[config.mk]
export PLATFORM = sky130hd
export DESIGN_NAME = qr_byte_mode_codeword_builder_flat
export DESIGN_NICKNAME = d
export VERILOG_FILES = /design/src/sv/qrbcw_pkg.sv /design/src/sv/qrbcw_in_if.sv /design/src/sv/qrbcw_out_if.sv /design/src/sv/qr_byte_mode_codeword_builder.sv /design/src/sv/qrbcw_front.sv /design/src/sv/qrbcw_queue.sv /design/src/sv/qrbcw_back.sv /design/src/flat_wrapper.sv
export VERILOG_INCLUDE_DIRS = /design/src /design/src/sv
export SDC_FILE = /design/constraint.sdc
export NUM_CORES = 1
export LEC_CHECK = 0
export BUFFER_PORTS_ARGS = -buffer_cell sky130_fd_sc_hd__buf_4
export CORE_MARGIN = 2
export CORE_UTILIZATION = 55
export CTS_CLUSTER_SIZE = 12
export DETAILED_ROUTE_END_ITERATION = 16
export PLACE_DENSITY = 0.69
export SETUP_SLACK_MARGIN = 0.2
export SLEW_MARGIN = 20
export SYNTH_ARGS = -nofsm -noshare
export SYNTH_HDL_FRONTEND = slang
export SYNTH_SLANG_ARGS = --single-unit
[constraint.sdc]
create_clock -name clk -period 10 [get_ports clk]
set_clock_uncertainty 0.05 [all_clocks]
set_input_delay 1 -clock clk [delete_from_list [all_inputs] [get_ports clk]]
set_output_delay 1 -clock clk [all_outputs]
set_load 0.02 [all_outputs]
[src/sv/qr_byte_mode_codeword_builder_defines.svh]
// Assertion macros for the QR byte-mode codeword builder.
// Included by the top level; depends on nothing else.
`ifndef QR_BYTE_MODE_CODEWORD_BUILDER_DEFINES_SVH
`define QR_BYTE_MODE_CODEWORD_BUILDER_DEFINES_SVH

// Same-cycle implication, disabled while reset is high.
`define QRBCW_ASSERT_NOW(label, clk_s, rst_s, ante, cons, msg) \
  label: assert property (@(posedge clk_s) disable iff (rst_s) (ante) |-> (cons)) \
    else $error(msg);

// Next-cycle implication, disabled while reset is high.
`define QRBCW_ASSERT_NEXT(label, clk_s, rst_s, ante, cons, msg) \
  label: assert property (@(posedge clk_s) disable iff (rst_s) (ante) |=> (cons)) \
    else $error(msg);

`endif

[src/sv/qrbcw_pkg.sv]
// Shared types, constants and the version table for the QR codeword builder.
// Depends on nothing; used by the top level, front, queue and back.
`default_nettype none

package qrbcw_pkg;

  localparam int VERSION_COUNT = 40;
  localparam int MAX_VERSION   = 40;

  localparam logic [3:0] MODE_BYTE = 4'h4;
  localparam logic [7:0] PAD_A     = 8'hEC;
  localparam logic [7:0] PAD_B     = 8'h11;

  localparam logic [11:0] CAP_CW [VERSION_COUNT] = '{
    16, 28, 44, 64, 86, 108, 124, 154, 182, 216,
    254, 290, 334, 365, 415, 453, 507, 563, 627, 669,
    714, 782, 860, 914, 1000, 1062, 1128, 1193, 1267, 1373,
    1455, 1541, 1631, 1725, 1812, 1914, 1992, 2102, 2216, 2334
  };

  localparam logic [5:0] SHORT_LEN [VERSION_COUNT] = '{
    16, 28, 44, 32, 43, 27, 31, 38, 36, 43,
    50, 36, 37, 40, 41, 45, 46, 43, 44, 41,
    42, 46, 47, 45, 47, 46, 45, 45, 45, 47,
    46, 46, 46, 46, 47, 47, 46, 46, 47, 47
  };

  localparam logic [5:0] SHORT_BLOCKS [VERSION_COUNT] = '{
    1, 1, 1, 2, 2, 4, 4, 2, 3, 4,
    1, 6, 8, 4, 5, 7, 10, 9, 3, 3,
    17, 17, 4, 6, 8, 19, 22, 3, 21, 19,
    2, 10, 14, 14, 12, 6, 29, 13, 40, 18
  };

  typedef enum logic [1:0] {
    PH_HEADER,
    PH_BODY,
    PH_PAD,
    PH_DONE
  } phase_t;

  typedef enum logic [1:0] {
    ST_OK,
    ST_TOO_LONG,
    ST_ORDER
  } status_t;

  typedef struct packed {
    logic [5:0]  version;
    logic [11:0] cap;
    logic [5:0]  short_len;
    logic [5:0]  short_blocks;
  } geom_t;

  typedef struct packed {
    status_t         status;
    logic [1:0]      count;
    logic            last;
    logic [2:0][7:0] cw;
  } qentry_t;

  function automatic geom_t geom_of(logic [11:0] len);
    geom_t       g;
    logic        found;
    logic [12:0] need;
    g     = '0;
    found = 1'b0;
    for (int v = 0; v < MAX_VERSION; v++) begin
      need = {1'b0, len} + ((v < 9) ? 13'd2 : 13'd3);
      if (!found && (need <= {1'b0, CAP_CW[v]})) begin
        found          = 1'b1;
        g.version      = 6'(v + 1);
        g.cap          = CAP_CW[v];
        g.short_len    = SHORT_LEN[v];
        g.short_blocks = SHORT_BLOCKS[v];
      end
    end
    return g;
  endfunction

endpackage

`default_nettype wire

[src/sv/qrbcw_in_if.sv]
// Request channel: valid/ready handshake carrying one request beat.
// Depends on nothing.
`default_nettype none

interface qrbcw_in_if;
  logic       valid;
  logic       ready;
  logic       req_type;
  logic [7:0] data_byte;

  modport source (output valid, req_type, data_byte, input ready);
  modport sink (input valid, req_type, data_byte, output ready);
endinterface

`default_nettype wire

[src/sv/qrbcw_out_if.sv]
// Codeword channel: valid/ready handshake carrying one tagged codeword beat.
// Depends on nothing.
`default_nettype none

interface qrbcw_out_if;
  logic       valid;
  logic       ready;
  logic [7:0] codeword;
  logic [5:0] block_index;
  logic [5:0] position_in_block;
  logic [5:0] symbol_version;
  logic       last;
  logic [1:0] status;

  modport source (output valid, codeword, block_index, position_in_block,
                  symbol_version, last, status, input ready);
  modport sink (input valid, codeword, block_index, position_in_block,
                symbol_version, last, status, output ready);
endinterface

`default_nettype wire

[src/sv/qr_byte_mode_codeword_builder.sv]
// Top level of the QR byte-mode level-M codeword builder.
// Depends on qrbcw_pkg, both channel interfaces, front, queue, back and the defines.
//
//   Channel      Direction  Beat content
//   in_ch        sink       req_type, data_byte
//   out_ch       source     codeword, block_index, position_in_block,
//                           symbol_version, last, status
//   cfg_wr_*     write      message_length (12 bits)
//
// One request is taken per cycle unless q_full; each request yields one codeword beat,
// except the first of a message, which yields two or three, one per cycle from the single
// output register. The two-entry queue lets the front end take requests while the output
// stalls. Reset is synchronous and active high; a message_length write restarts the message.
`default_nettype none

`include "qr_byte_mode_codeword_builder_defines.svh"

module qr_byte_mode_codeword_builder (
  input  wire logic        clk,
  input  wire logic        rst,
  input  wire logic        cfg_wr_en,
  input  wire logic [11:0] cfg_wr_data,
  qrbcw_in_if.sink         in_ch,
  qrbcw_out_if.source      out_ch
);

  logic [11:0]        message_length;
  qrbcw_pkg::geom_t   geom;
  logic               q_push;
  logic               q_pop;
  logic               q_full;
  logic               q_empty;
  qrbcw_pkg::qentry_t q_entry;
  qrbcw_pkg::qentry_t q_head;

  always_ff @(posedge clk) begin
    if (rst) begin
      message_length <= '0;
      geom           <= qrbcw_pkg::geom_of(12'd0);
    end else if (cfg_wr_en) begin
      message_length <= cfg_wr_data;
      geom           <= qrbcw_pkg::geom_of(cfg_wr_data);
    end
  end

  qrbcw_front u_front (
    .clk     (clk),
    .rst     (rst),
    .restart (cfg_wr_en),
    .msg_len (message_length),
    .geom    (geom),
    .in_ch   (in_ch),
    .q_full  (q_full),
    .q_push  (q_push),
    .q_entry (q_entry)
  );

  qrbcw_queue u_queue (
    .clk        (clk),
    .rst        (rst),
    .push       (q_push),
    .push_entry (q_entry),
    .full       (q_full),
    .pop        (q_pop),
    .head       (q_head),
    .empty      (q_empty)
  );

  qrbcw_back u_back (
    .clk     (clk),
    .rst     (rst),
    .restart (cfg_wr_en),
    .geom    (geom),
    .q_empty (q_empty),
    .head    (q_head),
    .q_pop   (q_pop),
    .out_ch  (out_ch)
  );

  `QRBCW_ASSERT_NOW(a_err_untagged, clk, rst, out_ch.valid && (out_ch.status != qrbcw_pkg::ST_OK), !out_ch.last && (out_ch.block_index == 6'd0) && (out_ch.position_in_block == 6'd0), "Error beat carries block tags.")
  `QRBCW_ASSERT_NOW(a_ok_has_version, clk, rst, out_ch.valid && (out_ch.status == qrbcw_pkg::ST_OK), out_ch.symbol_version != 6'd0, "Good codeword without a version.")
  `QRBCW_ASSERT_NOW(a_pos_in_range, clk, rst, out_ch.valid && (out_ch.status == qrbcw_pkg::ST_OK), out_ch.position_in_block <= geom.short_len, "Position beyond block length.")
  `QRBCW_ASSERT_NEXT(a_pop_frees, clk, rst, q_full && q_pop && !cfg_wr_en, !q_full, "Queue stays full after a pop.")

endmodule

`default_nettype wire

[src/sv/qrbcw_front.sv]
// Front end: accepts request beats, checks their order and forms the codewords.
// Depends on qrbcw_pkg and qrbcw_in_if.
`default_nettype none

module qrbcw_front (
  input  wire logic              clk,
  input  wire logic              rst,
  input  wire logic              restart,
  input  wire logic [11:0]       msg_len,
  input  wire qrbcw_pkg::geom_t  geom,
  qrbcw_in_if.sink               in_ch,
  input  wire logic              q_full,
  output logic                   q_push,
  output qrbcw_pkg::qentry_t     q_entry
);

  qrbcw_pkg::phase_t phase, phase_next;
  logic [11:0] bytes_seen, bytes_seen_next;
  logic [11:0] cws_sent, cws_sent_next;
  logic [3:0]  carry, carry_next;
  logic        pad_toggle, pad_toggle_next;

  logic        accept;
  logic        seq_ok;
  logic        do_step;
  logic [1:0]  hdr_n;
  logic [1:0]  cw_count;
  logic [3:0]  carry_eff;
  logic [7:0]  body_cw;
  logic [12:0] cw_sum;
  logic        is_last;

  assign in_ch.ready = !q_full;
  assign accept      = in_ch.valid && in_ch.ready;
  assign q_push      = accept;

  always_comb begin
    unique case (phase)
      qrbcw_pkg::PH_DONE:   seq_ok = 1'b0;
      qrbcw_pkg::PH_PAD:    seq_ok = in_ch.req_type;
      qrbcw_pkg::PH_HEADER,
      qrbcw_pkg::PH_BODY:   seq_ok = in_ch.req_type ? (bytes_seen >= msg_len)
                                                    : (bytes_seen < msg_len);
    endcase
  end

  always_comb begin
    hdr_n     = (phase == qrbcw_pkg::PH_HEADER) ?
                ((geom.version <= 6'd9) ? 2'd1 : 2'd2) : 2'd0;
    carry_eff = (phase == qrbcw_pkg::PH_HEADER) ? msg_len[3:0] : carry;
    if (phase == qrbcw_pkg::PH_PAD) begin
      body_cw = pad_toggle ? qrbcw_pkg::PAD_B : qrbcw_pkg::PAD_A;
    end else if (in_ch.req_type) begin
      body_cw = {carry_eff, 4'h0};
    end else begin
      body_cw = {carry_eff, in_ch.data_byte[7:4]};
    end
    cw_count = hdr_n + 2'd1;
    cw_sum   = {1'b0, cws_sent} + {11'd0, cw_count};
    is_last  = (cw_sum == {1'b0, geom.cap});
    do_step  = accept && (geom.version != 6'd0) && seq_ok;
  end

  always_comb begin
    q_entry        = '0;
    q_entry.status = qrbcw_pkg::ST_OK;
    q_entry.count  = cw_count;
    q_entry.last   = is_last;
    unique case (hdr_n)
      2'd1:    q_entry.cw = {8'h00, body_cw, {qrbcw_pkg::MODE_BYTE, msg_len[7:4]}};
      2'd2:    q_entry.cw = {body_cw, msg_len[11:4], {qrbcw_pkg::MODE_BYTE, 4'h0}};
      default: q_entry.cw = {8'h00, 8'h00, body_cw};
    endcase
    if (geom.version == 6'd0) begin
      q_entry        = '0;
      q_entry.status = qrbcw_pkg::ST_TOO_LONG;
      q_entry.count  = 2'd1;
    end else if (!seq_ok) begin
      q_entry        = '0;
      q_entry.status = qrbcw_pkg::ST_ORDER;
      q_entry.count  = 2'd1;
    end
  end

  always_comb begin
    phase_next      = phase;
    bytes_seen_next = bytes_seen;
    cws_sent_next   = cws_sent;
    carry_next      = carry;
    pad_toggle_next = pad_toggle;
    if (do_step) begin
      cws_sent_next = cw_sum[11:0];
      if (phase == qrbcw_pkg::PH_PAD) begin
        pad_toggle_next = !pad_toggle;
      end else if (in_ch.req_type) begin
        carry_next = 4'h0;
        phase_next = qrbcw_pkg::PH_PAD;
      end else begin
        carry_next      = in_ch.data_byte[3:0];
        bytes_seen_next = bytes_seen + 12'd1;
        phase_next      = qrbcw_pkg::PH_BODY;
      end
      if (is_last) begin
        phase_next = qrbcw_pkg::PH_DONE;
      end
    end
  end

  always_ff @(posedge clk) begin
    if (rst || restart) begin
      phase <= qrbcw_pkg::PH_HEADER;
    end else begin
      phase <= phase_next;
    end
  end

  always_ff @(posedge clk) begin
    if (rst || restart) begin
      bytes_seen <= '0;
      cws_sent   <= '0;
      carry      <= '0;
      pad_toggle <= 1'b0;
    end else begin
      bytes_seen <= bytes_seen_next;
      cws_sent   <= cws_sent_next;
      carry      <= carry_next;
      pad_toggle <= pad_toggle_next;
    end
  end

endmodule

`default_nettype wire

[src/sv/qrbcw_queue.sv]
// Two-entry queue that decouples the front end from the back end.
// Depends on qrbcw_pkg.
`default_nettype none

module qrbcw_queue (
  input  wire logic                clk,
  input  wire logic                rst,
  input  wire logic                push,
  input  wire qrbcw_pkg::qentry_t  push_entry,
  output logic                     full,
  input  wire logic                pop,
  output qrbcw_pkg::qentry_t       head,
  output logic                     empty
);

  qrbcw_pkg::qentry_t slots [2];
  logic       wr_ptr;
  logic       rd_ptr;
  logic [1:0] fill;

  assign full  = (fill == 2'd2);
  assign empty = (fill == 2'd0);
  assign head  = slots[rd_ptr];

  always_ff @(posedge clk) begin
    if (push) begin
      slots[wr_ptr] <= push_entry;
    end
  end

  always_ff @(posedge clk) begin
    if (rst) begin
      wr_ptr <= 1'b0;
      rd_ptr <= 1'b0;
      fill   <= 2'd0;
    end else begin
      if (push) begin
        wr_ptr <= !wr_ptr;
      end
      if (pop) begin
        rd_ptr <= !rd_ptr;
      end
      unique case ({push, pop})
        2'b10:   fill <= fill + 2'd1;
        2'b01:   fill <= fill - 2'd1;
        default: fill <= fill;
      endcase
    end
  end

endmodule

`default_nettype wire

[src/sv/qrbcw_back.sv]
// Back end: sends queued codewords one per beat and tags block and position.
// Depends on qrbcw_pkg and qrbcw_out_if.
`default_nettype none

module qrbcw_back (
  input  wire logic                clk,
  input  wire logic                rst,
  input  wire logic                restart,
  input  wire qrbcw_pkg::geom_t    geom,
  input  wire logic                q_empty,
  input  wire qrbcw_pkg::qentry_t  head,
  output logic                     q_pop,
  qrbcw_out_if.source              out_ch
);

  logic [1:0] sub;
  logic [5:0] blk;
  logic [5:0] pos;
  logic [5:0] blen;
  logic [5:0] pos_inc;
  logic [7:0] cur_cw;
  logic       load;
  logic       final_cw;
  logic       is_ok;

  logic       out_valid;
  logic [7:0] out_codeword;
  logic [5:0] out_block;
  logic [5:0] out_pos;
  logic [5:0] out_version;
  logic       out_last;
  logic [1:0] out_status;

  always_comb begin
    unique case (sub)
      2'd1:    cur_cw = head.cw[1];
      2'd2:    cur_cw = head.cw[2];
      default: cur_cw = head.cw[0];
    endcase
    load     = !q_empty && (!out_valid || out_ch.ready);
    final_cw = (sub == (head.count - 2'd1));
    is_ok    = (head.status == qrbcw_pkg::ST_OK);
    blen     = (blk < geom.short_blocks) ? geom.short_len : geom.short_len + 6'd1;
    pos_inc  = pos + 6'd1;
  end

  assign q_pop = load && final_cw;

  always_ff @(posedge clk) begin
    if (rst || restart) begin
      sub <= 2'd0;
      blk <= '0;
      pos <= '0;
    end else if (load) begin
      sub <= final_cw ? 2'd0 : sub + 2'd1;
      if (is_ok) begin
        if (pos_inc >= blen) begin
          pos <= '0;
          blk <= blk + 6'd1;
        end else begin
          pos <= pos_inc;
        end
      end
    end
  end

  always_ff @(posedge clk) begin
    if (rst) begin
      out_valid <= 1'b0;
    end else if (load) begin
      out_valid <= 1'b1;
    end else if (out_ch.ready) begin
      out_valid <= 1'b0;
    end
  end

  always_ff @(posedge clk) begin
    if (load) begin
      out_codeword <= cur_cw;
      out_block    <= is_ok ? blk : 6'd0;
      out_pos      <= is_ok ? pos : 6'd0;
      out_version  <= geom.version;
      out_last     <= final_cw && head.last;
      out_status   <= head.status;
    end
  end

  assign out_ch.valid             = out_valid;
  assign out_ch.codeword          = out_codeword;
  assign out_ch.block_index       = out_block;
  assign out_ch.position_in_block = out_pos;
  assign out_ch.symbol_version    = out_version;
  assign out_ch.last              = out_last;
  assign out_ch.status            = out_status;

endmodule

`default_nettype wire
[src/flat_wrapper.sv]
// flat-port wrapper written by rule: the top's interface ports become plain ports
module qr_byte_mode_codeword_builder_flat 
  (clk, rst, cfg_wr_en, cfg_wr_data, in_ch_valid, in_ch_req_type, in_ch_data_byte, in_ch_ready, out_ch_valid, out_ch_codeword, out_ch_block_index, out_ch_position_in_block, out_ch_symbol_version, out_ch_last, out_ch_status, out_ch_ready);
  qrbcw_in_if in_ch_i ();
  qrbcw_out_if out_ch_i ();
  input  wire logic clk;
  input  wire logic rst;
  input  wire logic cfg_wr_en;
  input  wire logic [11:0] cfg_wr_data;
  input wire logic [$bits(in_ch_i.valid)-1:0] in_ch_valid;
  input wire logic [$bits(in_ch_i.req_type)-1:0] in_ch_req_type;
  input wire logic [$bits(in_ch_i.data_byte)-1:0] in_ch_data_byte;
  output wire logic [$bits(in_ch_i.ready)-1:0] in_ch_ready;
  output wire logic [$bits(out_ch_i.valid)-1:0] out_ch_valid;
  output wire logic [$bits(out_ch_i.codeword)-1:0] out_ch_codeword;
  output wire logic [$bits(out_ch_i.block_index)-1:0] out_ch_block_index;
  output wire logic [$bits(out_ch_i.position_in_block)-1:0] out_ch_position_in_block;
  output wire logic [$bits(out_ch_i.symbol_version)-1:0] out_ch_symbol_version;
  output wire logic [$bits(out_ch_i.last)-1:0] out_ch_last;
  output wire logic [$bits(out_ch_i.status)-1:0] out_ch_status;
  input wire logic [$bits(out_ch_i.ready)-1:0] out_ch_ready;
  assign in_ch_i.valid = in_ch_valid;
  assign in_ch_i.req_type = in_ch_req_type;
  assign in_ch_i.data_byte = in_ch_data_byte;
  assign in_ch_ready = in_ch_i.ready;
  assign out_ch_valid = out_ch_i.valid;
  assign out_ch_codeword = out_ch_i.codeword;
  assign out_ch_block_index = out_ch_i.block_index;
  assign out_ch_position_in_block = out_ch_i.position_in_block;
  assign out_ch_symbol_version = out_ch_i.symbol_version;
  assign out_ch_last = out_ch_i.last;
  assign out_ch_status = out_ch_i.status;
  assign out_ch_i.ready = out_ch_ready;
  qr_byte_mode_codeword_builder u_core (.clk(clk), .rst(rst), .cfg_wr_en(cfg_wr_en), .cfg_wr_data(cfg_wr_data), .in_ch(in_ch_i), .out_ch(out_ch_i));
endmodule
# After elaboration in Yosys (flattened, before gate mapping)
# Memory sizes are Yosys's and may differ from the RTL's. A register that Yosys moved wholly into a read port is not among the register bits.
# Index checks and enable logic that the tools add are counted.
[totals] reg_bits=121 latch_bits=0 ramBits=58 romBits=0 input_bits=26 out_inout_bits=31 elab_cells=385 mem_count=1
[memory_table] memory="u_core.u_queue.slots" words=2 word_bits=29 rd=1 rd_clocked_by_memory_dff=1 wr=1 line_no="qrbcw_queue.sv:16" rtl="qrbcw_pkg::qentry_t slots [2];"
[op_classes] add_sub_neg=12 multipliers=0 n_div=0 order_cmp=45 n_eq_ne=13 shifts=0 muxes=183 n_bitwise=2 n_reduce_logical=106
[op_table] operator="$mux W29" n=18
[op_table] operator="$mux W30" n=9
[op_table] operator="$mux W28" n=8
[op_table] operator="$le A13 B11 Y1 const B" n=12
[op_table] operator="$mux W1" n=124
[op_table] operator="$mux W27" n=4
[op_table] operator="$le A13 B10 Y1 const B" n=8
[op_table] operator="$le A13 B9 Y1 const B" n=6
[op_table] operator="$le A13 B7 Y1 const B" n=4
[op_table] operator="$le A13 B8 Y1 const B" n=4
[op_table] operator="$mux W26" n=2
[op_table] operator="$pmux W24 S2" n=1
[op_table] operator="$logic_and A1 B1 Y1" n=45
[op_table] operator="$logic_not A1 Y1" n=45
[op_table] operator="$le A13 B12 Y1 const B" n=3
[op_table] operator="$add A12 B2 Y13 const B" n=2
[op_table] operator="$le A13 B5 Y1 const B" n=2
[op_table] operator="$mux W25" n=1
[op_table] operator="$add A6 B1 Y6 const B" n=3
[op_table] operator="$mux W8" n=2
[op_table] operator="$pmux W8 S2" n=1
[op_table] operator="$add A12 B2 Y13" n=1
[op_table] operator="$eq A13 B12 Y1" n=1
[op_table] operator="$le A13 B6 Y1 const B" n=1
[op_table] operator="26 further kinds" n=54

# Longest topological paths before layout
[logic_depth] ltp_word=198 depth_mapped=21 mapped_depth_nobuf=20

# Cells and area by module
# A second synthesis with hierarchy kept.
[unflattened] hier_cells=1376 hier_area_um2=12285.5
[modules_own_cells] mod="qr_byte_mode_codeword_builder" instances=1 cells_per_inst=666 area_per_inst_um2=4899.7 seq_area_each_um2=840.8
[modules_own_cells] mod="qrbcw_front" instances=1 cells_per_inst=385 area_per_inst_um2=2812.7 seq_area_each_um2=620.6
[modules_own_cells] mod="qrbcw_queue" instances=1 cells_per_inst=112 area_per_inst_um2=2290.9 seq_area_each_um2=1841.8
[modules_own_cells] mod="qrbcw_back" instances=1 cells_per_inst=213 area_per_inst_um2=2282.2 seq_area_each_um2=1171.1

# Worst setup path after synthesis
# Ideal clock, no wire load.
[synth_path] path_type="input port to flip-flop" from="input cfg_wr_data[0]" to="register u_core.geom[11] (netlist name)" setup_time_ns=0.128 arrival_ns=4.156 t_required_ns=9.822 path_slack_ns=5.666 path_stages=15 n_path_buf=3 path_cell_list="clkbuf_1 > inv_1 > ha_1 > buf_2 > nand3b_4 > clkbuf_2 > or4_4 > and2_1 > o32a_1 > o31ai_1 > a21o_1 > nand3_2 > nor4b_2 > a41o_1 > nor2_1"
[synth_via] elab_chain_len=198 elab_cells_between_ends=276 classes_between="add/sub (2); order compare (40); mux (156); reduce/logical (78)"
[synth_lines] element="start: declaration" line_no="flat_wrapper.sv:9" rtl="input wire logic [11:0] cfg_wr_data;"
[synth_lines] element="$add A12 B2 Y13" line_no="qrbcw_pkg.sv:69" rtl="need = {1'b0, len} + ((v < 9) ? 13'd2 : 13'd3);"
[synth_lines] element="$le A13 B5 Y1" line_no="qrbcw_pkg.sv:70" rtl="if (!found && (need <= {1'b0, CAP_CW[v]})) begin"
[synth_lines] element="$mux W1" line_no="qrbcw_pkg.sv:70"
[synth_lines] element="$mux W1" line_no="qr_byte_mode_codeword_builder.sv:40" rtl="end else if (cfg_wr_en) begin"
[synth_lines] element="$mux W1" line_no="qr_byte_mode_codeword_builder.sv:37" rtl="if (rst) begin"
[synth_lines] element="$logic_not A1 Y1" line_no="qrbcw_pkg.sv:70"
[synth_lines] element="$logic_and A1 B1 Y1" line_no="qrbcw_pkg.sv:70"
[synth_lines] element="$mux W1" line_no="qrbcw_pkg.sv:70"
[synth_lines] element="[... 182 more ...]"
[synth_lines] element="$logic_not A1 Y1" line_no="qrbcw_pkg.sv:70"
[synth_lines] element="$logic_and A1 B1 Y1" line_no="qrbcw_pkg.sv:70"
[synth_lines] element="$mux W1" line_no="qrbcw_pkg.sv:70"
[synth_lines] element="$mux W1" line_no="qr_byte_mode_codeword_builder.sv:40"
[synth_lines] element="$mux W1" line_no="qr_byte_mode_codeword_builder.sv:37"
[synth_lines] element="$logic_not A1 Y1" line_no="qrbcw_pkg.sv:70"
[synth_lines] element="$logic_and A1 B1 Y1" line_no="qrbcw_pkg.sv:70"
[synth_lines] element="$mux W30 (*)" line_no="qrbcw_pkg.sv:70"
# Mark *: on every way between the ends. The rest lies on a longest branch, timed or not. The select of a mux whose other input is x is not followed.
# A chain may end at the register's enable or synchronous reset.

# Worst setup path in the final report
[layout_path] from="input cfg_wr_data[1]" to="register u_core.geom[9] (netlist name)"
[layout_via] elab_chain_len=198 elab_cells_between_ends=276 classes_between="add/sub (2); order compare (40); mux (156); reduce/logical (78)"
[layout_lines] element="$add A12 B2 Y13" line_no="qrbcw_pkg.sv:69"
[layout_lines] element="$le A13 B5 Y1" line_no="qrbcw_pkg.sv:70"
[layout_lines] element="$mux W1" line_no="qrbcw_pkg.sv:70"
[layout_lines] element="$mux W1" line_no="qr_byte_mode_codeword_builder.sv:40"
[layout_lines] element="$mux W1" line_no="qr_byte_mode_codeword_builder.sv:37"
[layout_lines] element="$logic_not A1 Y1" line_no="qrbcw_pkg.sv:70"
[layout_lines] element="$logic_and A1 B1 Y1" line_no="qrbcw_pkg.sv:70"
[layout_lines] element="$mux W1" line_no="qrbcw_pkg.sv:70"
[layout_lines] element="[... 182 more ...]"
[layout_lines] element="$logic_not A1 Y1" line_no="qrbcw_pkg.sv:70"
[layout_lines] element="$logic_and A1 B1 Y1" line_no="qrbcw_pkg.sv:70"
[layout_lines] element="$mux W1" line_no="qrbcw_pkg.sv:70"
[layout_lines] element="$mux W1" line_no="qr_byte_mode_codeword_builder.sv:40"
[layout_lines] element="$mux W1" line_no="qr_byte_mode_codeword_builder.sv:37"
[layout_lines] element="$logic_not A1 Y1" line_no="qrbcw_pkg.sv:70"
[layout_lines] element="$logic_and A1 B1 Y1" line_no="qrbcw_pkg.sv:70"
[layout_lines] element="$mux W30 (*)" line_no="qrbcw_pkg.sv:70"
# Marks and branches as above.

==> run_summary.xml <==
<?xml version="1.0" encoding="UTF-8"?>
<metrics>
  <group name="timing">
    <metric name="hold_violations" unit="">0</metric>
    <metric name="slew-limit-headroom" unit="%">19.8</metric>
    <metric name="min_period_over_period" unit="%">51.4</metric>
    <metric name="totalNegativeSetupSlack" unit="ps">0</metric>
    <metric name="rsz0062_at_grt" unit="">no</metric>
    <metric name="transition_time_of_the_tightest_slew_check_pin" unit="ps">1190</metric>
    <metric name="timing.final.setup_violations" unit="">0</metric>
    <metric name="tmin_final" unit="ps">5140</metric>
    <metric name="worst_setup_slack_after_layout" unit="ps">4860</metric>
    <metric name="fmaxAchievable" unit="GHz">0.194</metric>
    <metric name="slew_viol_final" unit="">0</metric>
  </group>
  <group name="route">
    <metric name="drc" unit="">0</metric>
    <metric name="number_of_routed_nets_with_antenna_violations" unit="">0</metric>
    <metric name="drt_first_pass_iters" unit="">8</metric>
    <metric name="first_iter_violations" unit="">978</metric>
    <metric name="routed_wl" unit="µm">40500</metric>
    <metric name="wl_per_cell" unit="µm">24.5</metric>
    <metric name="drt-vias-per-instance" unit="">6.73</metric>
    <metric name="num_vias" unit="">11100</metric>
  </group>
  <group name="floorplan">
    <metric name="core" unit="mm²">0.0212</metric>
    <metric name="fp.dieH" unit="µm">151</metric>
    <metric name="design.die.area" unit="mm²">0.0229</metric>
    <metric name="std_cell_rows" unit="">53</metric>
    <metric name="boundaryPins" unit="">57</metric>
    <metric name="dieWidth" unit="µm">151</metric>
    <metric name="floorplan.initialDensity" unit="%">56.5</metric>
  </group>
  <group name="critical_path">
    <metric name="cp-start-kind" unit="">input pin</metric>
    <metric name="crit_slowest_cell" unit="">nor2_2</metric>
    <metric name="reg2reg_from" unit="">u_core.geom[26]</metric>
    <metric name="path_class" unit="">in2reg</metric>
    <metric name="crit_path_required_time" unit="ps">10230</metric>
    <metric name="worst_setup_path_startpoint" unit="">cfg_wr_data[1]</metric>
    <metric name="worst-r2r-setup-slack" unit="ps">5580</metric>
    <metric name="timing.critical_path.arrival" unit="ps">5380</metric>
    <metric name="critical_path.max_stage_delay" unit="ps">690</metric>
    <metric name="path_buf_inv" unit="">1</metric>
    <metric name="ordered_list_of_cells_on_the_worst_path" unit="">buf_4 &gt; ha_1 &gt; a21oi_2 &gt; nor3_1 &gt; nor2_2 &gt; nand3_1 &gt; o31ai_1 &gt; or3b_1 &gt; and2_4 &gt; nor3b_1 &gt; and4bb_1 &gt; a41oi_1</metric>
    <metric name="crit_path_max_fanout" unit="">19</metric>
    <metric name="critical-path-top-delay-family" unit="">simple AND/OR/NAND/NOR gates</metric>
    <metric name="cp_capture_type" unit="">flop</metric>
  </group>
  <group name="power">
    <metric name="vdd_drop_max" unit="mV">0.101</metric>
    <metric name="pwr_density_cell" unit="mW/mm²">186</metric>
    <metric name="leakage" unit="nW">4.87</metric>
  </group>
  <group name="hold_path">
    <metric name="class_of_the_tightest_hold_or_removal_check" unit="">reg2reg</metric>
    <metric name="hold_path.startpoint" unit="">u_core.geom[19]</metric>
  </group>
  <group name="final_layout">
    <metric name="area.growth.synth_to_final" unit="%">9.84</metric>
    <metric name="design.final.nets" unit="">1433</metric>
    <metric name="postLayoutCellArea" unit="mm²">0.0131</metric>
    <metric name="post_route_cells_drive_above_1_share" unit="%">12.3</metric>
    <metric name="nFillCells" unit="">1773</metric>
    <metric name="antenna_diode_instance_count" unit="">0</metric>
    <metric name="final_cell_count_no_fill" unit="">1653</metric>
  </group>
  <group name="clock_network">
    <metric name="tritoncts_clock_tree" unit="">yes</metric>
    <metric name="root_buffer_selected_by_cts" unit="">clkbuf_16</metric>
    <metric name="cts_buffers" unit="">17</metric>
    <metric name="post_cts.repair.setup_buffers" unit="">0</metric>
    <metric name="tritoncts_num_sinks" unit="">180</metric>
    <metric name="worst_skew_pair.late_latency" unit="ps">440</metric>
    <metric name="clk_transition_reported_paths" unit="ps">80</metric>
    <metric name="cts_htree_levels" unit="">4</metric>
    <metric name="cts_hold_buffers" unit="">0</metric>
    <metric name="clockBufferDepth" unit="">2</metric>
    <metric name="post_cts.resized_instances" unit="">0</metric>
  </group>
  <group name="synth">
    <metric name="postSynthCellCount" unit="">1349</metric>
    <metric name="dominantRegCellSynth" unit="">dfxtp_1</metric>
    <metric name="synth-async-reset-ratio" unit="%">0</metric>
    <metric name="synth-seq-area-share" unit="%">37.4</metric>
    <metric name="synth_enable_flop_cells" unit="">87</metric>
    <metric name="post_synth_instance_area" unit="mm²">0.0120</metric>
    <metric name="syn_avg_cell_area" unit="µm²">8.86</metric>
    <metric name="ys_types" unit="">108</metric>
    <metric name="syn_nets" unit="">1417</metric>
    <metric name="yosysWarningCount" unit="">0</metric>
    <metric name="ys_ff_latch" unit="">180</metric>
  </group>
  <group name="placement">
    <metric name="dpl_worst_slack" unit="ps">4490</metric>
    <metric name="detailed_place.area" unit="mm²">0.0125</metric>
    <metric name="port_buffers" unit="">56</metric>
    <metric name="gp_congestion" unit="">1.02</metric>
    <metric name="place_hpwl" unit="µm">30700</metric>
    <metric name="placedCellCount" unit="">1621</metric>
  </group>
  <group name="status">
    <metric name="status" unit="">finished, final reports clean</metric>
  </group>
  <group name="flow_run">
    <metric name="drv_cap" unit="">0</metric>
  </group>
  <group name="global_routing">
    <metric name="number_of_antenna_violations_at_the_first_check_in_global_routing" unit="">0</metric>
    <metric name="grtUsageTotal" unit="%">35.8</metric>
    <metric name="wire_length_of_the_first_global_routing_pass" unit="µm">62000</metric>
    <metric name="first_global_vias" unit="">10500</metric>
    <metric name="grt_remaining_overflow" unit="">0</metric>
    <metric name="grt_max_degree" unit="">44</metric>
  </group>
</metrics>
-- registers in the layout, summed over array words and instances (netlist names), named ones only --
| signal | flops |
|---|---|
| u_core.u_back.sub | 2 |
| u_core.message_length | 12 |
| u_core.u_front.pad_toggle | 1 |
| u_core.geom | 30 |
| u_core.u_queue.fill | 2 |
| u_core.u_queue.slots | 58 |
| u_core.u_back.out_ch.last | 1 |
| u_core.u_back.pos | 6 |
| u_core.u_front.cws_sent | 12 |
| u_core.u_back.out_ch.block_index | 6 |
| u_core.u_queue.rd_ptr | 1 |
| u_core.u_back.out_ch.codeword | 8 |
| u_core.u_queue.wr_ptr | 1 |
| u_core.u_back.out_ch.symbol_version | 6 |
| u_core.u_back.out_ch.position_in_block | 6 |
| u_core.u_front.phase | 2 |
| u_core.u_front.carry | 4 |
| u_core.u_front.bytes_seen | 12 |
| u_core.u_back.blk | 6 |
| u_core.u_back.out_ch.status | 2 |
| u_core.u_back.out_ch.valid | 1 |
-- cell usage after synthesis (25+ instances only) --
cell type,number,share of area [%]
nand2_1,101,3.2
ha_1,41,4.3
xnor2_1,57,4.2
nand3_1,54,2.3
a21oi_1,74,3.1
inv_1,38,1.2
nor2_1,171,5.4
nor4_1,25,1.3
nor3_1,43,1.8
edfxtp_1,87,22
dfxtp_1,93,16
mux2i_1,34,2.8
clkbuf_1,42,1.3
o21ai_0,39,1.6
-- final timing paths --
| path | endpoint | cells past startpoint |
|---|---|---|
| max | u_core.geom[9] | 12 |
| min | u_core.geom[19] | 2 |
| max reg2reg | u_core.u_front.phase[0] | 14 |
| min reg2reg | u_core.geom[19] | 2 |
-- layer usage --
layer | global-route usage [%] | part of all wire (%) | wire [µm]
met5 | 0 | 0 | 0
met4 | 17.8 | 5.2 | 2120
met3 | 5.99 | 7.2 | 2910
met2 | 57.1 | 46 | 18400
met1 | 47.1 | 42 | 17100
-- worst reg2reg max path, cell delays in order, from the launching register on --
cell       delay [ps]
dfxtp_1           360
o21ai_0           350
nand2_1           450
nor2_1            560
inv_1             110
ha_1              230
fa_1              460
nand3_1           210
nor2_1            100
and3_1            250
o21ai_0           180
nor2_1             60
a2111oi_0         370
nand3_1           300
a311oi_1          290
-- logic make-up after synthesis --
logic type,synth area share (%)
xor+xnor,5.99
buf+inv,3.97
compound gates,18.3
fa+ha+maj,4.46
mux,4.64
simple gates,25.2
flops,37.4
-- layout make-up --
class                           instances  area [µm²]  share of cell area (%)
Clock buffer                           17         425                    3.24
Clock inverter                         15         201                    1.53
Inverter                               39         146                    1.12
Multi-Input combinational cell       1058        7020                    53.5
Sequential cell                       180        4470                    34.1
Tap cell                              275         344                    2.62
Timing Repair Buffer                   69         518                    3.95
-- per-stage QoR --
step | utilization, % | total power, mW | hold WS [ps]
3_3_place_gp | 59.1 | 1.72 | 404
3_5_place_dp | 59.1 | 1.74 | 414
4_1_cts | 62.0 | 2.43 | 423
2_1_floorplan | - | 1.47 | 382
6_report | 62.1 | 2.44 | 425
5_1_grt | 62.1 | 2.54 | 435
-- power breakdown --
| group | total [mW] | switching (mW) | internal, mW | leakage [nW] |
|---|---|---|---|---|
| registers | 0.986 | 0.0544 | 0.932 | 1.60 |
| logic | 0.748 | 0.492 | 0.256 | 2.96 |
| clock network | 0.705 | 0.339 | 0.366 | 0.302 |
| total | 2.44 | 0.885 | 1.55 | 4.87 |
-- cells in the final DEF, fill, tap and decap left out, types with 21 or more instances in the layout --
cell and n:
nor3_1 42, nand3_1 54, nand4_1 22, ha_1 41, and2_1 22, inv_1 37
nor2_1 170, o21ai_0 39, a21oi_1 74, nand2_1 101, nor4_1 25, xor2_1 21
dfxtp_1 93, nand2b_1 24, buf_4 69, xnor2_1 56, mux2i_1 34, edfxtp_1 87
(Power assumes the default switching activity.)
